<file path="src/hdl/fnsw_pkg.sv">
// Package for the fractional-N synthesizer word generator.
// Holds widths, word constants, register addresses and the divider result struct.
`timescale 1ns / 1ps
`default_nettype none
package fnsw_pkg;
  localparam int unsigned FreqW = 32;
  localparam int unsigned RefW = 27;
  localparam int unsigned FracW = 20;
  localparam int unsigned WordW = 18;
  localparam int unsigned DivPerStage = 4;
  localparam logic [RefW-1:0] RefReset = 27'd20000000;
  localparam logic [13:0] ModeData = 14'h1740;
  localparam logic [13:0] FracEnBit = 14'h0400;
  localparam logic [13:0] Reg5Data = 14'h00A4;
  localparam logic [13:0] RefDivBit = 14'h0004;
  localparam logic [7:0] IntMin = 8'd64;
  localparam logic [7:0] IntMax = 8'd255;
  localparam logic [3:0] AddrMode = 4'd0;
  localparam logic [3:0] AddrFracHi = 4'd4;
  localparam logic [3:0] AddrIntFrac = 4'd3;
  localparam logic [3:0] AddrRef = 4'd5;
  localparam logic [2:0] RegRefClk = 3'd0;
  localparam logic [2:0] RegRefDiv = 3'd4;

  // Result of the divider pipeline handed to the word sequencer.
  typedef struct packed {
    logic [7:0] intdiv;
    logic [FracW-1:0] frac;
    logic ref_div;
  } div_res_t;
endpackage
`default_nettype wire

</file>
<file path="src/hdl/fnsw_seq.sv">
// Word sequencer: turns one divider result into four programming words.
// Uses fnsw_pkg.
`timescale 1ns / 1ps
`default_nettype none
module fnsw_seq
  import fnsw_pkg::*;
(
  input  wire logic              clk_i,
  input  wire logic              rst_ni,
  input  wire logic              in_valid_i,
  output logic                   in_ready_o,
  input  wire div_res_t          in_i,
  output logic                   out_valid_o,
  input  wire logic              out_ready_i,
  output logic [WordW-1:0]       word_o,
  output logic                   last_o
);
  logic [1:0] idx_q;
  logic       fire;
  logic [13:0] data;
  logic [3:0]  addr;

  assign out_valid_o = in_valid_i;
  assign fire = in_valid_i && out_ready_i;
  assign last_o = (idx_q == 2'd3);
  assign in_ready_o = out_ready_i && last_o;

  always_ff @(posedge clk_i or negedge rst_ni) begin
    if (!rst_ni) begin
      idx_q <= '0;
    end else if (fire) begin
      idx_q <= idx_q + 2'd1;
    end
  end

  always_comb begin
    case (idx_q)
      2'd0: begin data = ModeData | FracEnBit; addr = AddrMode; end
      2'd1: begin
        data = (Reg5Data & ~RefDivBit) | (in_i.ref_div ? RefDivBit : 14'd0);
        addr = AddrRef;
      end
      2'd2: begin data = {in_i.frac[5:0], in_i.intdiv}; addr = AddrIntFrac; end
      default: begin data = in_i.frac[19:6]; addr = AddrFracHi; end
    endcase
  end
  assign word_o = {data, addr};

  a_last: assert property (@(posedge clk_i) disable iff (!rst_ni)
    fire && last_o |=> idx_q == 2'd0) else $error("sequence out of step");
endmodule
`default_nettype wire

</file>
<file path="config.mk">
export PLATFORM = sky130hd
export DESIGN_NAME = fnsw_seq
export DESIGN_NICKNAME = d
export VERILOG_FILES = /design/src/hdl/fnsw_pkg.sv /design/src/hdl/fnsw_seq.sv
export SDC_FILE = /design/constraint.sdc
export NUM_CORES = 1
export LEC_CHECK = 0
export BUFFER_PORTS_ARGS = -buffer_cell sky130_fd_sc_hd__buf_2
export CORE_AREA = 2 2 39 41
export DETAILED_ROUTE_END_ITERATION = 6
export DIE_AREA = 0 0 41 43
export PLACE_DENSITY = 0.79
export RECOVER_POWER = 100
export SLEW_MARGIN = 15
export SYNTH_ARGS = -nofsm -noshare
export SYNTH_HDL_FRONTEND = slang
export SYNTH_SLANG_ARGS = --single-unit
</file>
<file path="constraint.sdc">
create_clock -name clk_i -period 5.25 [get_ports clk_i]
set_clock_uncertainty 0.05 [all_clocks]
set_input_delay 1.575 -clock clk_i [delete_from_list [all_inputs] [get_ports clk_i]]
set_output_delay 1.575 -clock clk_i [all_outputs]
set_load 0.01 [all_outputs]
</file>
==> results of run 1 <==
-- per-layer routing --
| layer | vias up | wire length [um] | global-route usage | part of all wire |
|---|---|---|---|---|
| met1 | 212 | 438 | 0.122 | 0.38 |
| met5 | - | 0 | 0 | 0 |
| met2 | 25 | 597 | 0.234 | 0.52 |
| li1 | 279 | - | - | - |
| met3 | 0 | 106 | 0 | 0.093 |
| met4 | 0 | 0 | 0.0600 | 0 |
-- path summary, 6_finish.rpt --
kind | end | slack, ns | cells after the start
setup / recovery | word_o[6] | 1.54 | 4
hold / removal | idx_q[0]$_DFFE_PN0P_ | 0.51 | 1
setup reg to reg | idx_q[1]$_DFFE_PN0P_ | 3.98 | 3
hold reg to reg | idx_q[0]$_DFFE_PN0P_ | 0.51 | 1
max in group asynchronous | idx_q[0]$_DFFE_PN0P_ | 3.94 | 1
min in group asynchronous | idx_q[1]$_DFFE_PN0P_ | 1.08 | 1
-- layout make-up --
type / count / share of cell area
well taps: 16 / 0.0315
clock buffers: 3 / 0.0354
inverters: 2 / 0.0118
repair buffers: 52 / 0.368
flip-flops and latches: 2 / 0.0787
multi-input cells: 43 / 0.474
-- power breakdown --
group | switching, mW | leakage [nW] | total (mW) | internal, mW
Combinational | 0.177 | 0.285 | 0.298 | 0.121
Sequential | 0.0112 | 0.0234 | 0.0348 | 0.0236
Clock | 0.00829 | 0.0138 | 0.0335 | 0.0252
-- through the flow --
step / area (um2) / worst slack, ns / total power, mW / instances
2_1_floorplan: 404 / 1.71 / 0.260 / 52
3_3_place_gp: 639 / 1.55 / 0.350 / 115
3_5_place_dp: 639 / 1.53 / 0.357 / 115
4_1_cts: 662 / 1.53 / 0.394 / 118
5_1_grt: 636 / 1.48 / 0.407 / 118
6_report: 636 / 1.54 / 0.366 / 118
-- cell usage in the layout, fill, tap and decap left out, drive strengths merged, types with 2 or more instances in the layout --
cell type,synthesis,routed
buf,5,31
clkbuf,0,24
nand2,9,9
o21ai,8,8
a21oi,7,7
a22o,6,6
ha,6,6
inv,2,2
dfrtp,2,2
-- cell usage after synthesis (all sizes together) --
master,number,area (um2)
buf,5,45.0
inv,2,7.51
and2,1,6.26
a22oi,1,7.51
mux2,1,11.3
ha,6,75.1
xnor2,1,8.76
dfrtp,2,50.1
conb,1,3.75
a22o,6,60.1
o21ai,8,40.0
nor2b,1,13.8
or2,1,6.26
nand2,9,33.8
a21oi,7,35.0
-- kinds of logic (layout without fill, tap and decap cells) --
group,Yosys count,in the layout,share of synthesized area
AOI/OAI and AO/OA,22,22,0.353
and+or+nand+nor,12,12,0.149
buffers and inverters,7,57,0.130
adders and majority gates,6,6,0.186
DFF,2,2,0.124
other,1,1,0.00928
xor gates and xnor gates,1,1,0.0217
muxes,1,1,0.0279
==> run metrics, run 1 <==
I/O Buffers=52; Final min period=3.71 ns; initial antenna violation count=0; WP data required=3.63 ns; TritonCTS clock tree=built; CP Capture Type=output pin; Setup crit start=in_i[23]; share of layout cells above drive strength 1=0.422; GRT Util Overall=0.122; hold_buf cts=0; crit-path max FO=1; Root Buffer=clkbuf_4; Buffers & Inverters on Critical Path=2; Vias per Instance=4.37; syn_area_per_cell=about 7.8 um2; fin crit share=0.707; Slew @ Worst Pin=0.802 ns; die height=43 um; Initial Utilization=0.292; cell area after synthesis=404 um2; Ys Warns=0; post-CTS sizing=0; final-report max-slew violation count=0; WHS=between 0.5 and 0.6 ns; Vias=516; Synth Instances=52; Detailed Place HPWL=910 um; final hold violations=0; post-synth cell types=16; setup bufs post-CTS=0; Largest register FFs=2; multi-input logic area=between 300 and 400 um2; Residual DRC=0; GPL Wtd Cong=0.629; CP startpoint kind=input port; Max VDD drop=slightly above 300 uV; Ports=54; Worst Setup Path Type=input port to output pin; clock-pin slew on the worst setup and hold paths=0.03 ns; Mapped Nets=91; relative slew slack=0.466; worst min-delay path class=flop to flop; reg2reg start=idx_q[0]$_DFFE_PN0P_; max-cap violation count=0; Setup TNS=0 ns; register bit total from synthesis=2; worst skew pair latency=around 0.22 ns; Inserted Clock Buffers=3; critical path's top delay family=buffers and inverters; GR Overflow Total=0; maximum clock insertion buffer count=2; status=complete, no violations; final wirelength=1.14 mm; # diodes=0; slowest cell delay on critical path=between 0.15 and 0.2 ns; post-layout util=0.459; Worst EP arrival=2.09 ns; Top reg by flops=idx_q; Die W=41 um; Hold Crit Start=idx_q[0]$_DFFE_PN0P_; sequential area share after synthesis=0.124; Core Box Area=0.00138 mm2; H-tree levels=1; Total Nets Final=143; Max Freq=269 MHz; vias in the first global route=435; first-pass GRT wire length=1.55 mm; layout filler cell count=162; area of the die=0.00176 mm2; drt pass-1 iters=4; initial DRC count=5; Top Registers=idx_q x2; post-route ant nets=0; RSZ-0062 raised after global routing=no; pwr dens=between 500 and 600 mW/mm2; largest net degree at the start of global routing=27; Setup-failing EPs final=0; critical path's slowest cell=a22oi_1; row count=14; storage element area=50.0 um2; Leakage=0.323 nW; wire length per cell=9.68 um; area growth from synthesis to layout=57.3%; CTS sink cnt=2; worst path cell trace=buf_2, a22oi_1, o21ai_0, clkbuf_1
Note: power is estimated with default switching activity, not from simulation.
==> inputs of run 2 (changes only) <==
Settings changed: CORE_AREA 2 2 39 41 to unset, CORE_UTILIZATION set to 30, DIE_AREA 0 0 41 43 to unset, PLACE_DENSITY 0.79 to 0.78.
Clock period 5.25 ns to 3.75 ns, I/O delays scaled along.
==> run 2 against run 1 <==
- utilization rose by 8.7 points
- register-to-register slack worse by 1.5 ns
- flip-flop and latch count unchanged
- hold slack gained 0.012 ns
- first-iteration DRC count increased by 20%
- routed wire length grew 4.3%
- largest power group unchanged
- critical path type is now flop to output pin
- global-route usage is 2.0 points higher
- die area down 15%
- clock power up 38%
==> run metrics, run 2 (synthesized netlist as in run 1, its figures left out) <==
status=complete, no violations (unchanged); RSZ-0062 raised after global routing=no (unchanged); critical path's slowest cell=clkbuf_1 (was a22oi_1); I/O Buffers=52 (unchanged); combinational share of power=0.818 (was 0.814); Initial Utilization=0.345 (was 0.292); Ports=54 (unchanged); initial DRC count=6 (was 5); pwr dens=812 mW/mm2 (was 577 mW/mm2); final wirelength=1.19 mm (was 1.14 mm); initial antenna violation count=0 (unchanged); Detailed Place HPWL=962 um (was 910 um); final-report max-slew violation count=0 (unchanged); GRT Util Overall=0.143 (was 0.122); H-tree levels=1 (unchanged); Core Box Area=0.00117 mm2 (was 0.00138 mm2); setup bufs post-CTS=0 (unchanged); critical path's top delay family=buffers and inverters (unchanged); most common cell after layout, fill and taps aside=buf_2 (unchanged); hold_buf cts=0 (unchanged); Reg2Reg Setup Slack=2.47 ns (was 3.98 ns); crit-path max FO=14 (was 1); most frequent cells in the layout=buf_2 (33), clkbuf_1 (20), nand2_1 (9) (was buf_2 (31), clkbuf_1 (21), nand2_1 (9)); slowest cell delay on critical path=0.48 ns (was 0.16 ns); drt pass-1 iters=4 (unchanged); Setup-failing EPs final=0 (unchanged); area growth from synthesis to layout=58.2% (was 57.3%); share of layout cells above drive strength 1=0.437 (was 0.422); relative slew slack=0.641 (was 0.466); Max Freq=313 MHz; CP Capture Type=output pin (unchanged); max-cap violation count=0 (unchanged); CTS sink cnt=2 (unchanged); worst min-delay path class=flop to flop (unchanged); Worst Setup Path Type=flop to output pin (was input port to output pin); fin crit share=0.852; register share of total power=0.093 (was 0.095); P_int=0.242 mW (was 0.170 mW); Top reg by flops=idx_q (unchanged); post-CTS sizing=0 (unchanged); Total Nets Final=144 (was 143); Power, Total=0.519 mW (was 0.366 mW); post-route ant nets=0 (unchanged); Worst EP arrival=2.02 ns (was 2.09 ns); Setup TNS=0 ns (unchanged); worst skew pair latency=0.22 ns (about the same); largest net degree at the start of global routing=15 (was 27); Die W=38.7 um (was 41 um); Leakage=0.331 nW (was 0.323 nW); GPL Wtd Cong=0.576 (was 0.629); Root Buffer=clkbuf_4 (unchanged); Inserted Clock Buffers=3 (unchanged); row count=12 (was 14); # diodes=0 (unchanged); maximum clock insertion buffer count=2 (unchanged); WP data required=2.57 ns (was 3.63 ns); worst path cell trace=ha_1, clkbuf_1, nor2b_4, a22o_2, buf_2 (was buf_2, a22oi_1, o21ai_0, clkbuf_1); Largest register FFs=2 (unchanged); clock share of power=0.089 (was 0.091); TritonCTS clock tree=built (unchanged); final hold violations=0 (unchanged); Max VDD drop=404 uV (was 305 uV); Top Registers=idx_q x2 (unchanged); Net Sw Frac=0.534 (was 0.535); Final min period=3.20 ns; die height=38.7 um (was 43 um); first-pass GRT wire length=1.49 mm (was 1.55 mm); Residual DRC=0 (unchanged); vias in the first global route=394 (was 435); area of the die=0.00150 mm2 (was 0.00176 mm2); Buffers & Inverters on Critical Path=2 (unchanged); layout filler cell count=134 (was 162); Vias per Instance=4.45 (was 4.37); CP startpoint kind=flop (was input port); GR Overflow Total=0 (unchanged); wire length per cell=10.2 um (was 9.68 um); Vias=521 (was 516); Sw Pwr=0.277 mW (was 0.196 mW); clock-pin slew on the worst setup and hold paths=0.03 ns (about the same); Slew @ Worst Pin=0.538 ns (was 0.802 ns)
==> run 2: routing by layer <==
layer	up-vias	GRT usage	share of wire
met5	-	0	0
met4	0	0.103	0
met3	0	0	0.063
met2	21	0.267	0.52
met1	219	0.150	0.42
li1	281	-	-
==> run 2: per-stage QoR <==
step / area (um2) / instances / setup WS (ns) / util / hold slack (ns)
final: 639 / 117 / 0.553 / 0.546 / 0.525
after global routing: 639 / 117 / 0.410 / 0.546 / 0.534
after CTS: 667 / 117 / 0.787 / 0.569 / 0.525
after detailed placement: 644 / 114 / 0.954 / 0.550 / 0.513
after global placement: 644 / 114 / 0.971 / 0.550 / 0.506
after floorplan: 404 / 52 / 1.11 / - / 0.471
==> run 2: worst paths after layout <==
check | from | depth (start not counted) | end
setup / recovery | idx_q[0]$_DFFE_PN0P_ | 5 | word_o[7]
hold / removal | idx_q[0]$_DFFE_PN0P_ | 1 | idx_q[0]$_DFFE_PN0P_
setup reg to reg | idx_q[0]$_DFFE_PN0P_ | 3 | idx_q[1]$_DFFE_PN0P_
hold reg to reg | idx_q[0]$_DFFE_PN0P_ | 1 | idx_q[0]$_DFFE_PN0P_
max in group asynchronous | rst_ni | 1 | idx_q[1]$_DFFE_PN0P_
min in group asynchronous | rst_ni | 1 | idx_q[0]$_DFFE_PN0P_
==> run 2: area by class of cell <==
| type | instances | area, um2 | share of cell area |
|---|---|---|---|
| multi-input combinational | 43 | 302 | 0.472 |
| timing repair buffer | 53 | 240 | 0.376 |
| sequential | 2 | 50.0 | 0.0783 |
| clock buffer | 3 | 22.5 | 0.0352 |
| tap | 14 | 17.5 | 0.0274 |
| inverter | 2 | 7.51 | 0.0117 |
==> run 2: power groups by stage <==
stage	Clock [mW]	Combinational (mW)	Sequential, mW
finish	0.0462	0.425	0.0481
global route	0.0516	0.465	0.0501
CTS	0.0499	0.460	0.0489
detailed placement	0	0.459	0.0489
global placement	0	0.451	0.0480
floorplan	0	0.317	0.0459
==> inputs of run 3 (changes only) <==
Settings changed: ABC_AREA set to 1, CORE_UTILIZATION 30 to 31, SLEW_MARGIN 15 to 5.
==> run 3 against run 2 <==
- flip-flop and latch count unchanged
- largest cell class unchanged
- sequential power down 3%
- total power down 7.1%
- critical endpoint is now word_o[13]
- sequential share of layout area down 0.32 points
==> run metrics, run 3 <==
worst reg2reg endpoint=idx_q[1]$_DFFE_PN0P_ (unchanged); synth cell count leaders=nand2_1 (25), nand3_1 (16), ha_1 (6) (was nand2_1 (9), o21ai_0 (8), a21oi_1 (7)); final-report max-slew violation count=0 (unchanged); worst skew pair latency=0.22 ns (about the same); Mapped Nets=109 (was 91); reg2reg start=idx_q[0]$_DFFE_PN0P_ (unchanged); Post-synth EDFFs=0 (unchanged); GPL Wtd Cong=0.690 (was 0.576); most common cell after layout, fill and taps aside=buf_2 (unchanged); WP data required=2.57 ns (about the same); area of the die=0.00155 mm2 (was 0.00150 mm2); Initial Utilization=0.333 (was 0.345); hold_buf cts=0 (unchanged); Largest register FFs=2 (unchanged); Die W=39.4 um (was 38.7 um); initial antenna violation count=0 (unchanged); top cell type's share of synthesized area=0.217 (was 0.186); Reg2Reg Setup Slack=2.62 ns (was 2.47 ns); Setup TNS=0 ns (unchanged); post-route ant nets=0 (unchanged); post-CTS sizing=0 (unchanged); R2R depth=4 (was 3); Ys Warns=0 (unchanged); Vias=605 (was 521); Top Registers=idx_q x2 (unchanged); slack of the critical path=0.557 ns (was 0.553 ns); setup bufs post-CTS=0 (unchanged); Ports=54 (unchanged); Total Nets Final=161 (was 144); syn_area_per_cell=6.18 um2 (was 7.77 um2); maximum clock insertion buffer count=2 (unchanged); Detailed Place HPWL=1.01 mm (was 962 um); Leakage=0.382 nW (was 0.331 nW); CP startpoint kind=flop (unchanged); register bit total from synthesis=2 (unchanged); crit-path max FO=16 (was 14); I/O Buffers=52 (unchanged); Max Freq=313 MHz (about the same); Residual DRC=0 (unchanged); die height=39.4 um (was 38.7 um); final hold violations=0 (unchanged); WHS=0.501 ns (was 0.525 ns); TritonCTS clock tree=built (unchanged); sequential area share after synthesis=0.116 (was 0.124); Final min period=3.19 ns (was 3.20 ns); crit path capture=word_o[13] (was word_o[7]); post-route cell area=667 um2 (was 639 um2); Setup crit start=idx_q[0]$_DFFE_PN0P_ (unchanged); Vias per Instance=4.48 (was 4.45); RSZ-0062 raised after global routing=no (unchanged); final wirelength=1.26 mm (was 1.19 mm); post-layout util=0.513 (was 0.546); Core Box Area=0.00130 mm2 (was 0.00117 mm2); CP Capture Type=output pin (unchanged); Synth area leaders=nand2_1 (22%), nand3_1 (18%), ha_1 (17%) (was ha_1 (19%), a22o_2 (15%), dfrtp_1 (12%)); H-tree levels=1 (unchanged); Max VDD drop=340 uV (was 404 uV); Power, Total=0.482 mW (was 0.519 mW); Inserted Clock Buffers=3 (unchanged); fin crit share=0.851 (was 0.852); share of layout cells above drive strength 1=0.317 (was 0.437); most frequent cells in the layout=buf_2 (31), nand2_1 (25), clkbuf_1 (21) (was buf_2 (33), clkbuf_1 (20), nand2_1 (9)); placed cell count=132 (was 114); Async SR Flop Fraction=1.00 (unchanged); pwr dens=723 mW/mm2 (was 812 mW/mm2); area growth from synthesis to layout=54.0% (was 58.2%); cell area after synthesis=433 um2 (was 404 um2); GRT Util Overall=0.152 (was 0.143); vias in the first global route=400 (was 394); Slew @ Worst Pin=0.571 ns (was 0.538 ns); first-pass GRT wire length=1.59 mm (was 1.49 mm); largest net degree at the start of global routing=17 (was 15); Synth Instances=70 (was 52); Yosys top cell by area=nand2_1 (was ha_1); DP Area=671 um2 (was 644 um2); GR Overflow Total=0 (unchanged); initial DRC count=13 (was 6); wire length per cell=9.30 um (was 10.2 um); Worst EP arrival=2.02 ns (about the same); Worst Setup Path Type=flop to output pin (unchanged); row count=13 (was 12); post-synth cell types=13 (was 16); fin cells=135 (was 117); worst min-delay path class=flop to flop (unchanged); drt pass-1 iters=4 (unchanged); status=complete, no violations (unchanged); # diodes=0 (unchanged); clock-pin slew on the worst setup and hold paths=0.03 ns (about the same); relative slew slack=0.620 (was 0.641); layout filler cell count=169 (was 134); count leader, synth=nand2_1 (unchanged); Setup-failing EPs final=0 (unchanged); Top reg by flops=idx_q (unchanged); max-cap violation count=0 (unchanged); Place WS=0.954 ns (about the same); Root Buffer=clkbuf_4 (unchanged); CTS sink cnt=2 (unchanged); ys flop type=dfrtp_1 (unchanged)
-- run 3: layer usage --
layer  routed length (um)  vias to the layer above  global-route usage  part of all wire
li1                     -                      322                   -                 -
met1                  554                      258               0.178              0.44
met2                  603                       25               0.246              0.48
met3                   97                        0              0.0341             0.077
met4                    0                        0              0.0948                 0
met5                    0                        -                   0                 0
-- run 3: cells by family (layout without fill, tap and decap cells) --
family | after synthesis | count (layout) | share of synthesized area
AND/OR/NAND/NOR | 48 | 48 | 0.520
other | 1 | 1 | 0.00866
flip-flops | 2 | 2 | 0.116
adder cells (fa/ha/maj) | 6 | 6 | 0.173
AO/OA/AOI/OAI | 2 | 2 | 0.0231
XOR/XNOR | 1 | 1 | 0.0202
buffers and inverters | 10 | 60 | 0.139
-- run 3: worst min path at each step --
| stage | startpoint | depth (start not counted) | slack (ns) | endpoint |
|---|---|---|---|---|
| floorplan | idx_q[1]$_DFFE_PN0P_ | 2 | 0.46 | idx_q[1]$_DFFE_PN0P_ |
| global placement | idx_q[1]$_DFFE_PN0P_ | 2 | 0.49 | idx_q[1]$_DFFE_PN0P_ |
| detailed placement | idx_q[1]$_DFFE_PN0P_ | 2 | 0.51 | idx_q[1]$_DFFE_PN0P_ |
| CTS | idx_q[1]$_DFFE_PN0P_ | 2 | 0.51 | idx_q[1]$_DFFE_PN0P_ |
| global route | idx_q[1]$_DFFE_PN0P_ | 2 | 0.60 | idx_q[1]$_DFFE_PN0P_ |
| finish | idx_q[1]$_DFFE_PN0P_ | 2 | 0.50 | idx_q[1]$_DFFE_PN0P_ |
-- run 3: worst max-delay path, stage by stage, from the launching register on --
cell	delay, ns
dfrtp_1	0.41
ha_1	0.39
inv_1	0.46
nand2_1	0.23
nand3_1	0.14
clkbuf_1	0.16
-- run 3: cell type report --
type / count / area, um2 / share of cell area
clock buffers: 3 / 22.5 / 0.0338
repair buffers: 52 / 234 / 0.351
multi-input cells: 58 / 323 / 0.484
well taps: 15 / 18.8 / 0.0281
inverters: 5 / 18.8 / 0.0281
flip-flops and latches: 2 / 50.0 / 0.0750
-- run 3: power breakdown --
group | internal (mW) | switching, mW
Sequential | 0.0326 | 0.0139
Combinational | 0.136 | 0.255
Clock | 0.0351 | 0.00970
Total | 0.203 | 0.279
